`config.mk`:
```
export PLATFORM = sky130hd
export DESIGN_NAME = ntc_divider_lut_temperature_flat
export DESIGN_NICKNAME = d
export VERILOG_FILES = /design/src/rtl/ntcdiv_pkg.sv /design/src/rtl/ntcdiv_ifs.sv /design/src/rtl/ntc_divider_lut_temperature.sv /design/src/rtl/ntcdiv_rom.sv /design/src/rtl/ntcdiv_div.sv /design/src/flat_wrapper.sv
export SDC_FILE = /design/constraint.sdc
export NUM_CORES = 2
export LEC_CHECK = 0
export BUFFER_PORTS_ARGS = -buffer_cell sky130_fd_sc_hd__buf_2
export CAP_MARGIN = 20
export CORE_ASPECT_RATIO = 0.5
export CORE_UTILIZATION = 40
export CTS_BUF_LIST = sky130_fd_sc_hd__clkbuf_8 sky130_fd_sc_hd__clkbuf_16
export CTS_CLUSTER_DIAMETER = 60
export DETAILED_ROUTE_END_ITERATION = 8
export GPL_TIMING_DRIVEN = 0
export MAX_ROUTING_LAYER = met4
export SLEW_MARGIN = 20
export SYNTH_ARGS = -nofsm -noshare
export SYNTH_HDL_FRONTEND = slang
export SYNTH_SLANG_ARGS = --single-unit
export TNS_END_PERCENT = 100
```
`constraint.sdc`:
```
create_clock -name clock -period 8.15 [get_ports clock]
set_input_delay 0.4075 -clock clock [delete_from_list [all_inputs] [get_ports clock]]
set_output_delay 0.4075 -clock clock [all_outputs]
set_load 0.01 [all_outputs]
```
`src/rtl/ntcdiv_pkg.sv`:
```
// Shared types, constants and the resistance table of the NTC divider
// temperature block. No dependencies.
`default_nettype none

package ntcdiv_pkg;

   // field and register widths
   localparam int ADC_W    = 13;
   localparam int SUPPLY_W = 13;
   localparam int SERIES_W = 20;
   localparam int TEMP_W   = 15;
   localparam int STATUS_W = 2;
   localparam int CSR_IDX_W  = 2;
   localparam int CSR_DATA_W = SERIES_W;

   // resistance table, tenths of an ohm
   localparam int TABLE_ENTRIES = 43;
   localparam int FULL_TABLE    = 43;
   localparam int USED_RAW      = (TABLE_ENTRIES < FULL_TABLE) ? TABLE_ENTRIES : FULL_TABLE;
   localparam int USED_ENTRIES  = (USED_RAW < 2) ? 2 : USED_RAW;
   localparam int RES_W         = 24;
   localparam int IDX_W         = $clog2(FULL_TABLE);

   // datapath widths
   localparam int RS10_W    = SERIES_W + 4;
   localparam int SUM_W     = RES_W + 1;
   localparam int MUL_A_W   = SUPPLY_W;
   localparam int MUL_B_W   = SUM_W;
   localparam int MUL_P_W   = MUL_A_W + MUL_B_W;
   localparam int DIV_NUM_W = 37;
   localparam int DIV_DEN_W = 23;
   localparam int DIV_QUO_W = RES_W;
   localparam int DIV_STEP_W = $clog2(DIV_QUO_W + 1);
   localparam int DIV_SH_W  = $clog2(DIV_NUM_W + 1);
   localparam int INT_STEPS = 10;

   localparam logic [DIV_STEP_W-1:0] RES_STEPS_CODE = DIV_STEP_W'(DIV_QUO_W);
   localparam logic [DIV_STEP_W-1:0] INT_STEPS_CODE = DIV_STEP_W'(INT_STEPS);
   localparam logic [MUL_A_W-1:0]    INT_SCALE      = MUL_A_W'(1000);

   localparam logic signed [TEMP_W-1:0] FIRST_CENTI = TEMP_W'(-5500);
   localparam logic signed [TEMP_W-1:0] STEP_CENTI  = TEMP_W'(500);
   localparam logic signed [TEMP_W-1:0] TEMP_MIN    = TEMP_W'(-5500);
   localparam logic signed [TEMP_W-1:0] TEMP_MAX    = TEMP_W'(15500);

   // status codes
   localparam logic [STATUS_W-1:0] STATUS_OK    = 2'd0;
   localparam logic [STATUS_W-1:0] STATUS_ABOVE = 2'd1;
   localparam logic [STATUS_W-1:0] STATUS_BELOW = 2'd2;

   // register indexes
   localparam logic [CSR_IDX_W-1:0] CSR_SUPPLY = 2'd0;
   localparam logic [CSR_IDX_W-1:0] CSR_SERIES = 2'd1;
   localparam logic [CSR_IDX_W-1:0] CSR_UPPER  = 2'd2;

   function automatic logic [RES_W-1:0] res_entry(input logic [IDX_W-1:0] idx);
      logic [RES_W-1:0] r;
      unique case (idx)
         6'd0:  r = 24'd9630000;
         6'd1:  r = 24'd6701000;
         6'd2:  r = 24'd4717000;
         6'd3:  r = 24'd3365000;
         6'd4:  r = 24'd2426000;
         6'd5:  r = 24'd1770000;
         6'd6:  r = 24'd1304000;
         6'd7:  r = 24'd970700;
         6'd8:  r = 24'd729300;
         6'd9:  r = 24'd553300;
         6'd10: r = 24'd423200;
         6'd11: r = 24'd326500;
         6'd12: r = 24'd253900;
         6'd13: r = 24'd199000;
         6'd14: r = 24'd157100;
         6'd15: r = 24'd124900;
         6'd16: r = 24'd100000;
         6'd17: r = 24'd80570;
         6'd18: r = 24'd65310;
         6'd19: r = 24'd53270;
         6'd20: r = 24'd43690;
         6'd21: r = 24'd36030;
         6'd22: r = 24'd29860;
         6'd23: r = 24'd24880;
         6'd24: r = 24'd20830;
         6'd25: r = 24'd17520;
         6'd26: r = 24'd14810;
         6'd27: r = 24'd12580;
         6'd28: r = 24'd10720;
         6'd29: r = 24'd9177;
         6'd30: r = 24'd7885;
         6'd31: r = 24'd6800;
         6'd32: r = 24'd5886;
         6'd33: r = 24'd5112;
         6'd34: r = 24'd4454;
         6'd35: r = 24'd3893;
         6'd36: r = 24'd3417;
         6'd37: r = 24'd3009;
         6'd38: r = 24'd2654;
         6'd39: r = 24'd2348;
         6'd40: r = 24'd2083;
         6'd41: r = 24'd1853;
         6'd42: r = 24'd1653;
         default: r = '0;
      endcase
      return r;
   endfunction

   localparam logic [IDX_W-1:0] LAST_IDX  = IDX_W'(USED_ENTRIES - 1);
   localparam logic [RES_W-1:0] RES_FIRST = res_entry(IDX_W'(0));
   localparam logic [RES_W-1:0] RES_LAST  = res_entry(LAST_IDX);

   // register reset values
   localparam logic [SUPPLY_W-1:0] SUPPLY_RESET = SUPPLY_W'(3000);
   localparam logic [RS10_W-1:0]   RS10_RESET   = RS10_W'(100000);
   localparam logic [SUM_W-1:0]    SUMF_RESET   = SUM_W'(RES_FIRST) + SUM_W'(RS10_RESET);
   localparam logic [SUM_W-1:0]    SUML_RESET   = SUM_W'(RES_LAST) + SUM_W'(RS10_RESET);

   typedef enum logic [3:0] {
      ST_IDLE,
      ST_RC0,
      ST_RC1,
      ST_RC2,
      ST_RC3,
      ST_RC4,
      ST_RES_DIV,
      ST_RES_WAIT,
      ST_WALK0,
      ST_WALK,
      ST_INT_MUL,
      ST_INT_DIV,
      ST_INT_WAIT,
      ST_OUT
   } state_type;

   typedef struct packed {
      logic                  start;
      logic [DIV_STEP_W-1:0] steps;
      logic [DIV_NUM_W-1:0]  num;
      logic [DIV_DEN_W-1:0]  den;
   } div_cmd_type;

   typedef struct packed {
      logic                 done;
      logic [DIV_QUO_W-1:0] quo;
   } div_rsp_type;

endpackage

`default_nettype wire

```
`src/rtl/ntcdiv_ifs.sv`:
```
// Channel interfaces: reading in, result out, register writes.
// Depends on ntcdiv_pkg.
`default_nettype none

interface ntcdiv_req_if;
   logic                         valid;
   logic                         ready;
   logic [ntcdiv_pkg::ADC_W-1:0] adc_mv;
   modport source (output valid, output adc_mv, input ready);
   modport sink   (input valid, input adc_mv, output ready);
endinterface

interface ntcdiv_rsp_if;
   logic                                   valid;
   logic                                   ready;
   logic signed [ntcdiv_pkg::TEMP_W-1:0]   temp_centi_c;
   logic        [ntcdiv_pkg::STATUS_W-1:0] status;
   modport source (output valid, output temp_centi_c, output status, input ready);
   modport sink   (input valid, input temp_centi_c, input status, output ready);
endinterface

interface ntcdiv_csr_if;
   logic                              valid;
   logic                              ready;
   logic [ntcdiv_pkg::CSR_IDX_W-1:0]  index;
   logic [ntcdiv_pkg::CSR_DATA_W-1:0] data;
   modport source (output valid, output index, output data, input ready);
   modport sink   (input valid, input index, input data, output ready);
endinterface

`default_nettype wire

```
`src/rtl/ntc_divider_lut_temperature.sv`:
```
// Top level of the NTC divider temperature block: register file, control
// sequencer, shared multiplier, resistance ROM and serial divider.
// Depends on ntcdiv_pkg, ntcdiv_ifs, ntcdiv_rom, ntcdiv_div.
`default_nettype none

// One ADC beat in, one result beat out. A reading outside the table's end
// voltages is flagged after the range check. Otherwise an item goes through
// a 24-step division for the resistance, a walk through the resistance ROM
// at one entry per cycle until the bracketing interval is found (1 to 42
// entries), and a 10-step division for the interpolation. At the divider's
// end cases the resistance division is skipped. The next reading can be
// accepted in the same cycle as the result appears. The range check runs
// four products through one 13x25 multiplier. A new reading is taken while
// a finished result still waits in the output register.
module ntc_divider_lut_temperature (
   input  wire logic   clock,
   input  wire logic   reset,
   ntcdiv_req_if.sink  req_bus,
   ntcdiv_rsp_if.source rsp_bus,
   ntcdiv_csr_if.sink  csr_bus
);

   localparam int AW = ntcdiv_pkg::ADC_W;
   localparam int RW = ntcdiv_pkg::RES_W;
   localparam int PW = ntcdiv_pkg::MUL_P_W;
   localparam int TW = ntcdiv_pkg::TEMP_W;

   ntcdiv_pkg::state_type state_ff, state_in;

   logic [ntcdiv_pkg::SUPPLY_W-1:0] supply_ff, supply_in;
   logic [ntcdiv_pkg::RS10_W-1:0]   rs10_ff, rs10_in;
   logic [ntcdiv_pkg::SUM_W-1:0]    sumf_ff, sumf_in;
   logic [ntcdiv_pkg::SUM_W-1:0]    suml_ff, suml_in;
   logic                            upper_ff, upper_in;
   logic [ntcdiv_pkg::RS10_W-1:0]   series_x10;

   logic [AW-1:0]  adc_ff, adc_in;
   logic [PW-1:0]  mul_p_ff;
   logic [PW-1:0]  lhs_ff, lhs_in;
   logic           above_ff, above_in;
   logic [RW-1:0]  res_ff, res_in;
   logic [RW-1:0]  prev_ff, prev_in;
   logic [RW-1:0]  den_ff, den_in;
   logic [RW-1:0]  numi_ff, numi_in;
   logic [ntcdiv_pkg::IDX_W-1:0] idx_ff, idx_in;
   logic signed [TW-1:0] base_ff, base_in;
   logic signed [TW-1:0] temp_res_ff, temp_res_in;
   logic [ntcdiv_pkg::STATUS_W-1:0] status_res_ff, status_res_in;

   logic                            rsp_valid_ff, rsp_valid_in;
   logic signed [TW-1:0]            rsp_temp_ff, rsp_temp_in;
   logic [ntcdiv_pkg::STATUS_W-1:0] rsp_status_ff, rsp_status_in;

   logic [ntcdiv_pkg::MUL_A_W-1:0] mul_a;
   logic [ntcdiv_pkg::MUL_B_W-1:0] mul_b;
   logic [ntcdiv_pkg::IDX_W-1:0]   rom_addr;
   logic [RW-1:0]                  rom_data;
   ntcdiv_pkg::div_cmd_type        div_cmd;
   ntcdiv_pkg::div_rsp_type        div_rsp;

   logic          below;
   logic          special;
   logic [RW-1:0] special_res;
   logic [AW-1:0] diff;
   logic [AW-1:0] dvs;
   logic          found;

   function automatic logic [RW-1:0] clamp_res(input logic [RW-1:0] r);
      logic [RW-1:0] c;
      if (r > ntcdiv_pkg::RES_FIRST) begin
         c = ntcdiv_pkg::RES_FIRST;
      end else if (r < ntcdiv_pkg::RES_LAST) begin
         c = ntcdiv_pkg::RES_LAST;
      end else begin
         c = r;
      end
      return c;
   endfunction

   ntcdiv_rom u_rom (
      .clock   (clock),
      .rd_addr (rom_addr),
      .rd_data (rom_data)
   );

   ntcdiv_div u_div (
      .clock (clock),
      .reset (reset),
      .cmd   (div_cmd),
      .rsp   (div_rsp)
   );

   // register file
   assign csr_bus.ready = 1'b1;

   always_comb begin
      series_x10 = ntcdiv_pkg::RS10_W'({csr_bus.data, 3'b000})
                 + ntcdiv_pkg::RS10_W'({csr_bus.data, 1'b0});
      supply_in  = supply_ff;
      rs10_in    = rs10_ff;
      sumf_in    = sumf_ff;
      suml_in    = suml_ff;
      upper_in   = upper_ff;
      if (csr_bus.valid && csr_bus.ready) begin
         unique case (csr_bus.index)
            ntcdiv_pkg::CSR_SUPPLY: begin
               supply_in = csr_bus.data[ntcdiv_pkg::SUPPLY_W-1:0];
            end
            ntcdiv_pkg::CSR_SERIES: begin
               rs10_in = series_x10;
               sumf_in = ntcdiv_pkg::SUM_W'(series_x10)
                       + ntcdiv_pkg::SUM_W'(ntcdiv_pkg::RES_FIRST);
               suml_in = ntcdiv_pkg::SUM_W'(series_x10)
                       + ntcdiv_pkg::SUM_W'(ntcdiv_pkg::RES_LAST);
            end
            ntcdiv_pkg::CSR_UPPER: begin
               upper_in = csr_bus.data[0];
            end
            default: begin
            end
         endcase
      end
   end

   always_ff @(posedge clock) begin
      if (reset) begin
         supply_ff <= ntcdiv_pkg::SUPPLY_RESET;
         rs10_ff   <= ntcdiv_pkg::RS10_RESET;
         sumf_ff   <= ntcdiv_pkg::SUMF_RESET;
         suml_ff   <= ntcdiv_pkg::SUML_RESET;
         upper_ff  <= 1'b0;
      end else begin
         supply_ff <= supply_in;
         rs10_ff   <= rs10_in;
         sumf_ff   <= sumf_in;
         suml_ff   <= suml_in;
         upper_ff  <= upper_in;
      end
   end

   // sequencer
   always_comb begin
      below = lhs_ff < mul_p_ff;
      diff  = upper_ff ? (supply_ff - adc_ff) : adc_ff;
      dvs   = upper_ff ? adc_ff : (supply_ff - adc_ff);
      found = (res_ff >= rom_data) || (idx_ff == ntcdiv_pkg::LAST_IDX);
      if (upper_ff) begin
         special     = (adc_ff == '0) || (adc_ff > supply_ff);
         special_res = (adc_ff == '0) ? ntcdiv_pkg::RES_FIRST : '0;
      end else begin
         special     = adc_ff >= supply_ff;
         special_res = ntcdiv_pkg::RES_FIRST;
      end

      state_in      = state_ff;
      adc_in        = adc_ff;
      lhs_in        = lhs_ff;
      above_in      = above_ff;
      res_in        = res_ff;
      prev_in       = prev_ff;
      den_in        = den_ff;
      numi_in       = numi_ff;
      idx_in        = idx_ff;
      base_in       = base_ff;
      temp_res_in   = temp_res_ff;
      status_res_in = status_res_ff;
      rsp_valid_in  = rsp_valid_ff && !rsp_bus.ready;
      rsp_temp_in   = rsp_temp_ff;
      rsp_status_in = rsp_status_ff;
      mul_a         = '0;
      mul_b         = '0;
      rom_addr      = '0;
      div_cmd       = '0;
      req_bus.ready = 1'b0;

      unique case (state_ff)
         ntcdiv_pkg::ST_IDLE: begin
            req_bus.ready = 1'b1;
            if (req_bus.valid) begin
               adc_in   = req_bus.adc_mv;
               state_in = ntcdiv_pkg::ST_RC0;
            end
         end
         ntcdiv_pkg::ST_RC0: begin
            mul_a    = adc_ff;
            mul_b    = upper_ff ? suml_ff : sumf_ff;
            state_in = ntcdiv_pkg::ST_RC1;
         end
         ntcdiv_pkg::ST_RC1: begin
            lhs_in   = mul_p_ff;
            mul_a    = supply_ff;
            mul_b    = upper_ff ? ntcdiv_pkg::MUL_B_W'(rs10_ff)
                                : ntcdiv_pkg::MUL_B_W'(ntcdiv_pkg::RES_FIRST);
            state_in = ntcdiv_pkg::ST_RC2;
         end
         ntcdiv_pkg::ST_RC2: begin
            above_in = lhs_ff > mul_p_ff;
            mul_a    = adc_ff;
            mul_b    = upper_ff ? sumf_ff : suml_ff;
            state_in = ntcdiv_pkg::ST_RC3;
         end
         ntcdiv_pkg::ST_RC3: begin
            lhs_in   = mul_p_ff;
            mul_a    = supply_ff;
            mul_b    = upper_ff ? ntcdiv_pkg::MUL_B_W'(rs10_ff)
                                : ntcdiv_pkg::MUL_B_W'(ntcdiv_pkg::RES_LAST);
            state_in = ntcdiv_pkg::ST_RC4;
         end
         ntcdiv_pkg::ST_RC4: begin
            priority if (above_ff) begin
               temp_res_in   = '0;
               status_res_in = ntcdiv_pkg::STATUS_ABOVE;
               state_in      = ntcdiv_pkg::ST_OUT;
            end else if (below) begin
               temp_res_in   = '0;
               status_res_in = ntcdiv_pkg::STATUS_BELOW;
               state_in      = ntcdiv_pkg::ST_OUT;
            end else if (special) begin
               res_in   = clamp_res(special_res);
               state_in = ntcdiv_pkg::ST_WALK0;
            end else begin
               mul_a    = diff;
               mul_b    = ntcdiv_pkg::MUL_B_W'(rs10_ff);
               state_in = ntcdiv_pkg::ST_RES_DIV;
            end
         end
         ntcdiv_pkg::ST_RES_DIV: begin
            // quotient of 2^24 or more clamps to the first entry
            if (mul_p_ff[ntcdiv_pkg::DIV_NUM_W-1:RW] >= dvs) begin
               res_in   = ntcdiv_pkg::RES_FIRST;
               state_in = ntcdiv_pkg::ST_WALK0;
            end else begin
               div_cmd.start = 1'b1;
               div_cmd.steps = ntcdiv_pkg::RES_STEPS_CODE;
               div_cmd.num   = mul_p_ff[ntcdiv_pkg::DIV_NUM_W-1:0];
               div_cmd.den   = ntcdiv_pkg::DIV_DEN_W'(dvs);
               state_in      = ntcdiv_pkg::ST_RES_WAIT;
            end
         end
         ntcdiv_pkg::ST_RES_WAIT: begin
            if (div_rsp.done) begin
               res_in   = clamp_res(div_rsp.quo);
               state_in = ntcdiv_pkg::ST_WALK0;
            end
         end
         ntcdiv_pkg::ST_WALK0: begin
            prev_in  = rom_data;
            idx_in   = ntcdiv_pkg::IDX_W'(1);
            base_in  = ntcdiv_pkg::FIRST_CENTI;
            rom_addr = ntcdiv_pkg::IDX_W'(1);
            state_in = ntcdiv_pkg::ST_WALK;
         end
         ntcdiv_pkg::ST_WALK: begin
            if (found) begin
               den_in   = prev_ff - rom_data;
               numi_in  = prev_ff - res_ff;
               state_in = ntcdiv_pkg::ST_INT_MUL;
            end else begin
               prev_in  = rom_data;
               idx_in   = idx_ff + ntcdiv_pkg::IDX_W'(1);
               base_in  = base_ff + ntcdiv_pkg::STEP_CENTI;
               rom_addr = idx_ff + ntcdiv_pkg::IDX_W'(1);
            end
         end
         ntcdiv_pkg::ST_INT_MUL: begin
            mul_a    = ntcdiv_pkg::INT_SCALE;
            mul_b    = ntcdiv_pkg::MUL_B_W'(numi_ff);
            state_in = ntcdiv_pkg::ST_INT_DIV;
         end
         ntcdiv_pkg::ST_INT_DIV: begin
            // (1000*num + den) / (2*den), rounds half up
            div_cmd.start = 1'b1;
            div_cmd.steps = ntcdiv_pkg::INT_STEPS_CODE;
            div_cmd.num   = ntcdiv_pkg::DIV_NUM_W'(mul_p_ff)
                          + ntcdiv_pkg::DIV_NUM_W'(den_ff);
            div_cmd.den   = ntcdiv_pkg::DIV_DEN_W'({den_ff, 1'b0});
            state_in      = ntcdiv_pkg::ST_INT_WAIT;
         end
         ntcdiv_pkg::ST_INT_WAIT: begin
            if (div_rsp.done) begin
               temp_res_in   = base_ff
                             + TW'($signed({1'b0, div_rsp.quo[ntcdiv_pkg::INT_STEPS-1:0]}));
               status_res_in = ntcdiv_pkg::STATUS_OK;
               state_in      = ntcdiv_pkg::ST_OUT;
            end
         end
         ntcdiv_pkg::ST_OUT: begin
            if (!rsp_valid_ff || rsp_bus.ready) begin
               rsp_valid_in  = 1'b1;
               rsp_temp_in   = temp_res_ff;
               rsp_status_in = status_res_ff;
               state_in      = ntcdiv_pkg::ST_IDLE;
            end
         end
         default: begin
            state_in = ntcdiv_pkg::ST_IDLE;
         end
      endcase
   end

   always_ff @(posedge clock) begin
      if (reset) begin
         state_ff     <= ntcdiv_pkg::ST_IDLE;
         rsp_valid_ff <= 1'b0;
      end else begin
         state_ff     <= state_in;
         rsp_valid_ff <= rsp_valid_in;
      end
   end

   always_ff @(posedge clock) begin
      mul_p_ff      <= PW'(mul_a) * PW'(mul_b);
      adc_ff        <= adc_in;
      lhs_ff        <= lhs_in;
      above_ff      <= above_in;
      res_ff        <= res_in;
      prev_ff       <= prev_in;
      den_ff        <= den_in;
      numi_ff       <= numi_in;
      idx_ff        <= idx_in;
      base_ff       <= base_in;
      temp_res_ff   <= temp_res_in;
      status_res_ff <= status_res_in;
      rsp_temp_ff   <= rsp_temp_in;
      rsp_status_ff <= rsp_status_in;
   end

   assign rsp_bus.valid        = rsp_valid_ff;
   assign rsp_bus.temp_centi_c = rsp_temp_ff;
   assign rsp_bus.status       = rsp_status_ff;

endmodule

`default_nettype wire

```
`src/rtl/ntcdiv_rom.sv`:
```
// Resistance table ROM, registered read.
// Depends on ntcdiv_pkg.
`default_nettype none

module ntcdiv_rom (
   input  wire logic                         clock,
   input  wire logic [ntcdiv_pkg::IDX_W-1:0] rd_addr,
   output logic      [ntcdiv_pkg::RES_W-1:0] rd_data
);

   logic [ntcdiv_pkg::RES_W-1:0] rd_data_ff;

   always_ff @(posedge clock) begin
      rd_data_ff <= ntcdiv_pkg::res_entry(rd_addr);
   end

   assign rd_data = rd_data_ff;

endmodule

`default_nettype wire

```
`src/rtl/ntcdiv_div.sv`:
```
// Restoring divider, one quotient bit per cycle, variable step count.
// Caller guarantees (num >> steps) < den. Depends on ntcdiv_pkg.
`default_nettype none

module ntcdiv_div (
   input  wire logic                    clock,
   input  wire logic                    reset,
   input  wire ntcdiv_pkg::div_cmd_type cmd,
   output ntcdiv_pkg::div_rsp_type      rsp
);

   localparam int NW = ntcdiv_pkg::DIV_NUM_W;
   localparam int DW = ntcdiv_pkg::DIV_DEN_W;
   localparam int QW = ntcdiv_pkg::DIV_QUO_W;
   localparam int SW = ntcdiv_pkg::DIV_STEP_W;
   localparam int HW = ntcdiv_pkg::DIV_SH_W;

   logic          run_ff, run_in;
   logic          done_ff, done_in;
   logic [SW-1:0] cnt_ff, cnt_in;
   logic [DW-1:0] rem_ff, rem_in;
   logic [DW-1:0] den_ff, den_in;
   logic [NW-1:0] bits_ff, bits_in;
   logic [QW-1:0] quo_ff, quo_in;
   logic [DW+1:0] trial;
   logic [HW-1:0] shamt;

   always_comb begin
      trial   = {1'b0, rem_ff, bits_ff[NW-1]} - {2'b00, den_ff};
      shamt   = HW'(NW) - HW'(cmd.steps);
      run_in  = run_ff;
      done_in = 1'b0;
      cnt_in  = cnt_ff;
      rem_in  = rem_ff;
      den_in  = den_ff;
      bits_in = bits_ff;
      quo_in  = quo_ff;
      if (cmd.start) begin
         run_in  = 1'b1;
         cnt_in  = cmd.steps;
         rem_in  = DW'(cmd.num >> cmd.steps);
         den_in  = cmd.den;
         bits_in = cmd.num << shamt;
         quo_in  = '0;
      end else if (run_ff) begin
         if (!trial[DW+1]) begin
            rem_in = trial[DW-1:0];
         end else begin
            rem_in = {rem_ff[DW-2:0], bits_ff[NW-1]};
         end
         quo_in  = {quo_ff[QW-2:0], ~trial[DW+1]};
         bits_in = {bits_ff[NW-2:0], 1'b0};
         cnt_in  = cnt_ff - SW'(1);
         if (cnt_ff == SW'(1)) begin
            run_in  = 1'b0;
            done_in = 1'b1;
         end
      end
   end

   always_ff @(posedge clock) begin
      if (reset) begin
         run_ff  <= 1'b0;
         done_ff <= 1'b0;
         cnt_ff  <= '0;
      end else begin
         run_ff  <= run_in;
         done_ff <= done_in;
         cnt_ff  <= cnt_in;
      end
   end

   always_ff @(posedge clock) begin
      rem_ff  <= rem_in;
      den_ff  <= den_in;
      bits_ff <= bits_in;
      quo_ff  <= quo_in;
   end

   assign rsp.done = done_ff;
   assign rsp.quo  = quo_ff;

endmodule

`default_nettype wire

```
`src/flat_wrapper.sv`:
```
// flat-port wrapper written by rule: the top's interface ports become plain ports
module ntc_divider_lut_temperature_flat 
  (clock, reset, req_bus_valid, req_bus_adc_mv, req_bus_ready, rsp_bus_valid, rsp_bus_temp_centi_c, rsp_bus_status, rsp_bus_ready, csr_bus_valid, csr_bus_index, csr_bus_data, csr_bus_ready);
  ntcdiv_req_if req_bus_i ();
  ntcdiv_rsp_if rsp_bus_i ();
  ntcdiv_csr_if csr_bus_i ();
  input  wire logic clock;
  input  wire logic reset;
  input wire logic [$bits(req_bus_i.valid)-1:0] req_bus_valid;
  input wire logic [$bits(req_bus_i.adc_mv)-1:0] req_bus_adc_mv;
  output wire logic [$bits(req_bus_i.ready)-1:0] req_bus_ready;
  output wire logic [$bits(rsp_bus_i.valid)-1:0] rsp_bus_valid;
  output wire logic [$bits(rsp_bus_i.temp_centi_c)-1:0] rsp_bus_temp_centi_c;
  output wire logic [$bits(rsp_bus_i.status)-1:0] rsp_bus_status;
  input wire logic [$bits(rsp_bus_i.ready)-1:0] rsp_bus_ready;
  input wire logic [$bits(csr_bus_i.valid)-1:0] csr_bus_valid;
  input wire logic [$bits(csr_bus_i.index)-1:0] csr_bus_index;
  input wire logic [$bits(csr_bus_i.data)-1:0] csr_bus_data;
  output wire logic [$bits(csr_bus_i.ready)-1:0] csr_bus_ready;
  assign req_bus_i.valid = req_bus_valid;
  assign req_bus_i.adc_mv = req_bus_adc_mv;
  assign req_bus_ready = req_bus_i.ready;
  assign rsp_bus_valid = rsp_bus_i.valid;
  assign rsp_bus_temp_centi_c = rsp_bus_i.temp_centi_c;
  assign rsp_bus_status = rsp_bus_i.status;
  assign rsp_bus_i.ready = rsp_bus_ready;
  assign csr_bus_i.valid = csr_bus_valid;
  assign csr_bus_i.index = csr_bus_index;
  assign csr_bus_i.data = csr_bus_data;
  assign csr_bus_ready = csr_bus_i.ready;
  ntc_divider_lut_temperature u_core (.clock(clock), .reset(reset), .req_bus(req_bus_i), .rsp_bus(rsp_bus_i), .csr_bus(csr_bus_i));
endmodule
```
==> results.toml <==
[outcome]
status = "finished, violations left"
failed_checks = "negative setup slack"

[layout]
drive_above_1_share_pct = 14.5
finalNetCount = 4944
final_common_cell = "inv_1"
layout_common_cells = "437 x inv_1, 431 x nand2_1, 326 x nor2_1, 283 x edfxtp_1, 279 x ha_1"
area_growth_pct = 17.7

[global_route]
gr-total-overflow = 0
antenna_found_initial = 3
grt_max_degree = 48
grt_pass1_vias = 31300
grt_pass1_wl_um = 195000
grt.total_usage_pct = 27.6

[synthesis]
async_flop_share_pct = 0
syn_inst = 4060
netlist.area_leader.share_pct = 22.4
yosysTopAreaCell = "edfxtp_1"
ys.flop_type = "edfxtp_1"
synth.net_count = 4669
yosysWarningCount = 0
synth.yosys.seq_area_share_pct = 31.8
avgSynthCellArea_um2 = 9.36
syn_area_mm2 = 0.0380
ys_types = 111
ys_ff_latch = 462
synthTopCellsByArea = "edfxtp_1 22%, fa_1 14%, ha_1 10%"
synth_edf_count = 283

[clocking]
insertion_delay_ns = 0.63
numCtsBuffers = 49
root_buffer = "clkbuf_16"
clkTransAtPathRegs_ns = 0.06
h-tree-depth = 2
tritoncts = "done"
cts.sinks = 462
cts_buffer_depth = 3

[sta]
finClkSkew_ns = 0.0446
timing.final.crit_share_pct = 103
worst_pin_slew_ns = 0.990
period_needed_ns = 8.40
timing.final.hold_violations = 0
slew_headroom_pct = 33.8
fmax_mhz = 119
finalSetupViolCount = 8
setup_ws_ns = -0.252
rsz0062_at_grt = "yes"
maxSlewViolCount = 0

[placed_design]
dpl.hpwl_um = 102000
port_buffers = 57
globalplace.congestion = 1.02
pre_cts_slack_ns = -2.75

[floorplan]
die_h_um = 220
die_x_um = 438
core_mm2 = 0.0935
initial_utilization_pct = 40.6
die-area_mm2 = 0.0963
ios = 60
rows = 79

[detailed_routing]
drc = 0
antenna_left = 0
finalWirelength_um = 131000
viasPerCell = 5.75
vias = 32400
drtIter0Drc = 3452
wl_per_cell_um = 23.3
first_pass_iters = 6

[power]
p_int_mw = 5.73
powerDensity_mw_per_mm2 = 210
p_leak_nw = 18.8
p_clk_share_pct = 24.8
vdd_drop_max_uv = 162
pwr-share-seq_pct = 30.0
switchingPower_mw = 3.67
comb_power_share_pct = 45.2
swShare_pct = 39.0
totalPowerFinal_mw = 9.40

[flow_run]
cap_viol_max_count = 0

[setup_path]
reg2reg_depth = 28
arrival_ns = 8.92
critPathSlowestCell = "o21ai_0"
cp_common_cell = "fa_1"
critPathRequiredTime_ns = 8.67
cp-start-kind = "register"
worstPathMaxFanout = 10
max_stage_delay_ns = 0.74
end_kind = "register"
critical_path_class = "register to register"

[hold_path]
hold_depth = 2
hold_path.class = "primary input to register"
stage by stage:
stage	cell area [um^2]	utilization, %	cells	hold WS, ns	setup TNS [ns]
2_1_floorplan	38000	-	4060	0.400	0
3_3_place_gp	39900	42.6	5372	0.405	-54.76
3_5_place_dp	40100	42.9	5386	0.408	-45.64
4_1_cts	44300	47.3	5604	0.0343	-0.753
5_1_grt	44700	47.8	5633	0.0502	-3.19
6_report	44700	47.8	5633	0.0529	-1.02
metal layers:
metal / up-vias / part of all wire, % / GRT usage, %
met5: - / 0 / -
met4: 0 / 3.1 / 8.08
met3: 238 / 11 / 6.44
met2: 1464 / 42 / 39.5
met1: 16000 / 44 / 38.7
li1: 14700 / - / -
cell type report:
| class | instances | area (um^2) |
|---|---|---|
| clock buffer | 62 | 1450 |
| multi-input combinational | 2988 | 24900 |
| inverter | 450 | 1700 |
| fill | 8832 | 48800 |
| clock inverter | 30 | 231 |
| tap | 1255 | 1570 |
| sequential | 462 | 12200 |
| antenna | 2 | 5.00 |
| buffer | 155 | 887 |
| timing repair buffer | 229 | 1860 |
repair_timing:
action | 4_1_cts | 5_1_grt
setup buffers | 121 | 29
endpoints found under the hold margin | 8 | 0
pin swaps | 148 | 61
hold buffers | 8 | 0
gates cloned | 2 | 0
resized for setup | 329 | 68
endpoints found under the setup margin | 29 | 14
power by group through the flow:
stage,Sequential (mW),Combinational (mW),Clock [mW]
after floorplan,2.77,2.35,0
after global placement,2.89,3.32,0
after detailed placement,2.88,3.36,0
after CTS,2.81,4.08,2.37
after global routing,2.83,4.60,2.46
final,2.82,4.24,2.34
flip-flops by register name (all words and copies together), names as in the netlist, 13 cells and up:
name                         flops
u_core.adc_ff                   13
u_core.u_rom.rd_data            24
u_core.u_div.rem_ff             23
u_core.rs10_ff                  20
u_core.base_ff                  13
u_core.supply_ff                13
u_core.lhs_ff                   38
u_core.den_ff                   24
u_core.u_div.den_ff             23
u_core.suml_ff                  23
u_core.temp_res_ff              15
u_core.rsp_bus.temp_centi_c     15
u_core.u_div.bits_ff            36
u_core.mul_p_ff                 38
u_core.res_ff                   24
u_core.u_div.quo_ff             24
u_core.sumf_ff                  24
u_core.numi_ff                  24
u_core.prev_ff                  24
cells in the mapped netlist, types with 22 or more instances:
cell type and n:
nand2_1 440, a21o_1 88, ha_1 309, inv_1 445
dfxtp_1 179, xor2_1 51, nand3_1 57, clkbuf_1 128
a211o_1 40, a21oi_1 224, o211ai_1 26, nand2b_1 44
o21ai_1 26, xnor2_1 133, nand4_1 22, mux2i_1 62
a211oi_1 37, o21a_1 44, nor3_1 66, edfxtp_1 283
and3_1 45, and2_1 68, o21bai_1 22, o21ai_0 149
a221oi_1 47, fa_1 260, nor2b_1 57, nor2_1 337
cell families (layout without fill, tap and decap cells):
| family | count (synthesis) | after routing | synth area share [%] |
|---|---|---|---|
| compound gates | 916 | 917 | 16.7 |
| xor+xnor | 187 | 187 | 4.37 |
| fa+ha+maj | 569 | 569 | 23.9 |
| buf+inv | 611 | 926 | 6.13 |
| flops | 462 | 462 | 31.8 |
| mux | 68 | 68 | 1.81 |
| other cells | 2 | 4 | 0.0198 |
| simple gates | 1245 | 1245 | 15.4 |
final timing paths:
| path | from | endpoint | slack, ns |
|---|---|---|---|
| max | u_core.state_ff[3] | u_core.mul_p_ff[34] | -0.25 |
| min | csr_bus_data[9] | u_core.supply_ff[9] | 0.05 |
| max reg2reg | u_core.state_ff[3] | u_core.mul_p_ff[34] | -0.25 |
| min reg2reg | u_core.temp_res_ff[7] | u_core.rsp_bus.temp_centi_c[7] | 0.42 |
critical path, delay by kind of cell (launching register included):
| kind | cells | cell delay (ns) |
|---|---|---|
| compound gates | 10 | 2.47 |
| fa+ha+maj | 6 | 2.79 |
| buf+inv | 5 | 0.85 |
| flops | 1 | 0.52 |
| simple gates | 7 | 1.66 |
No activity file was read; power rests on OpenSTA's default activity.
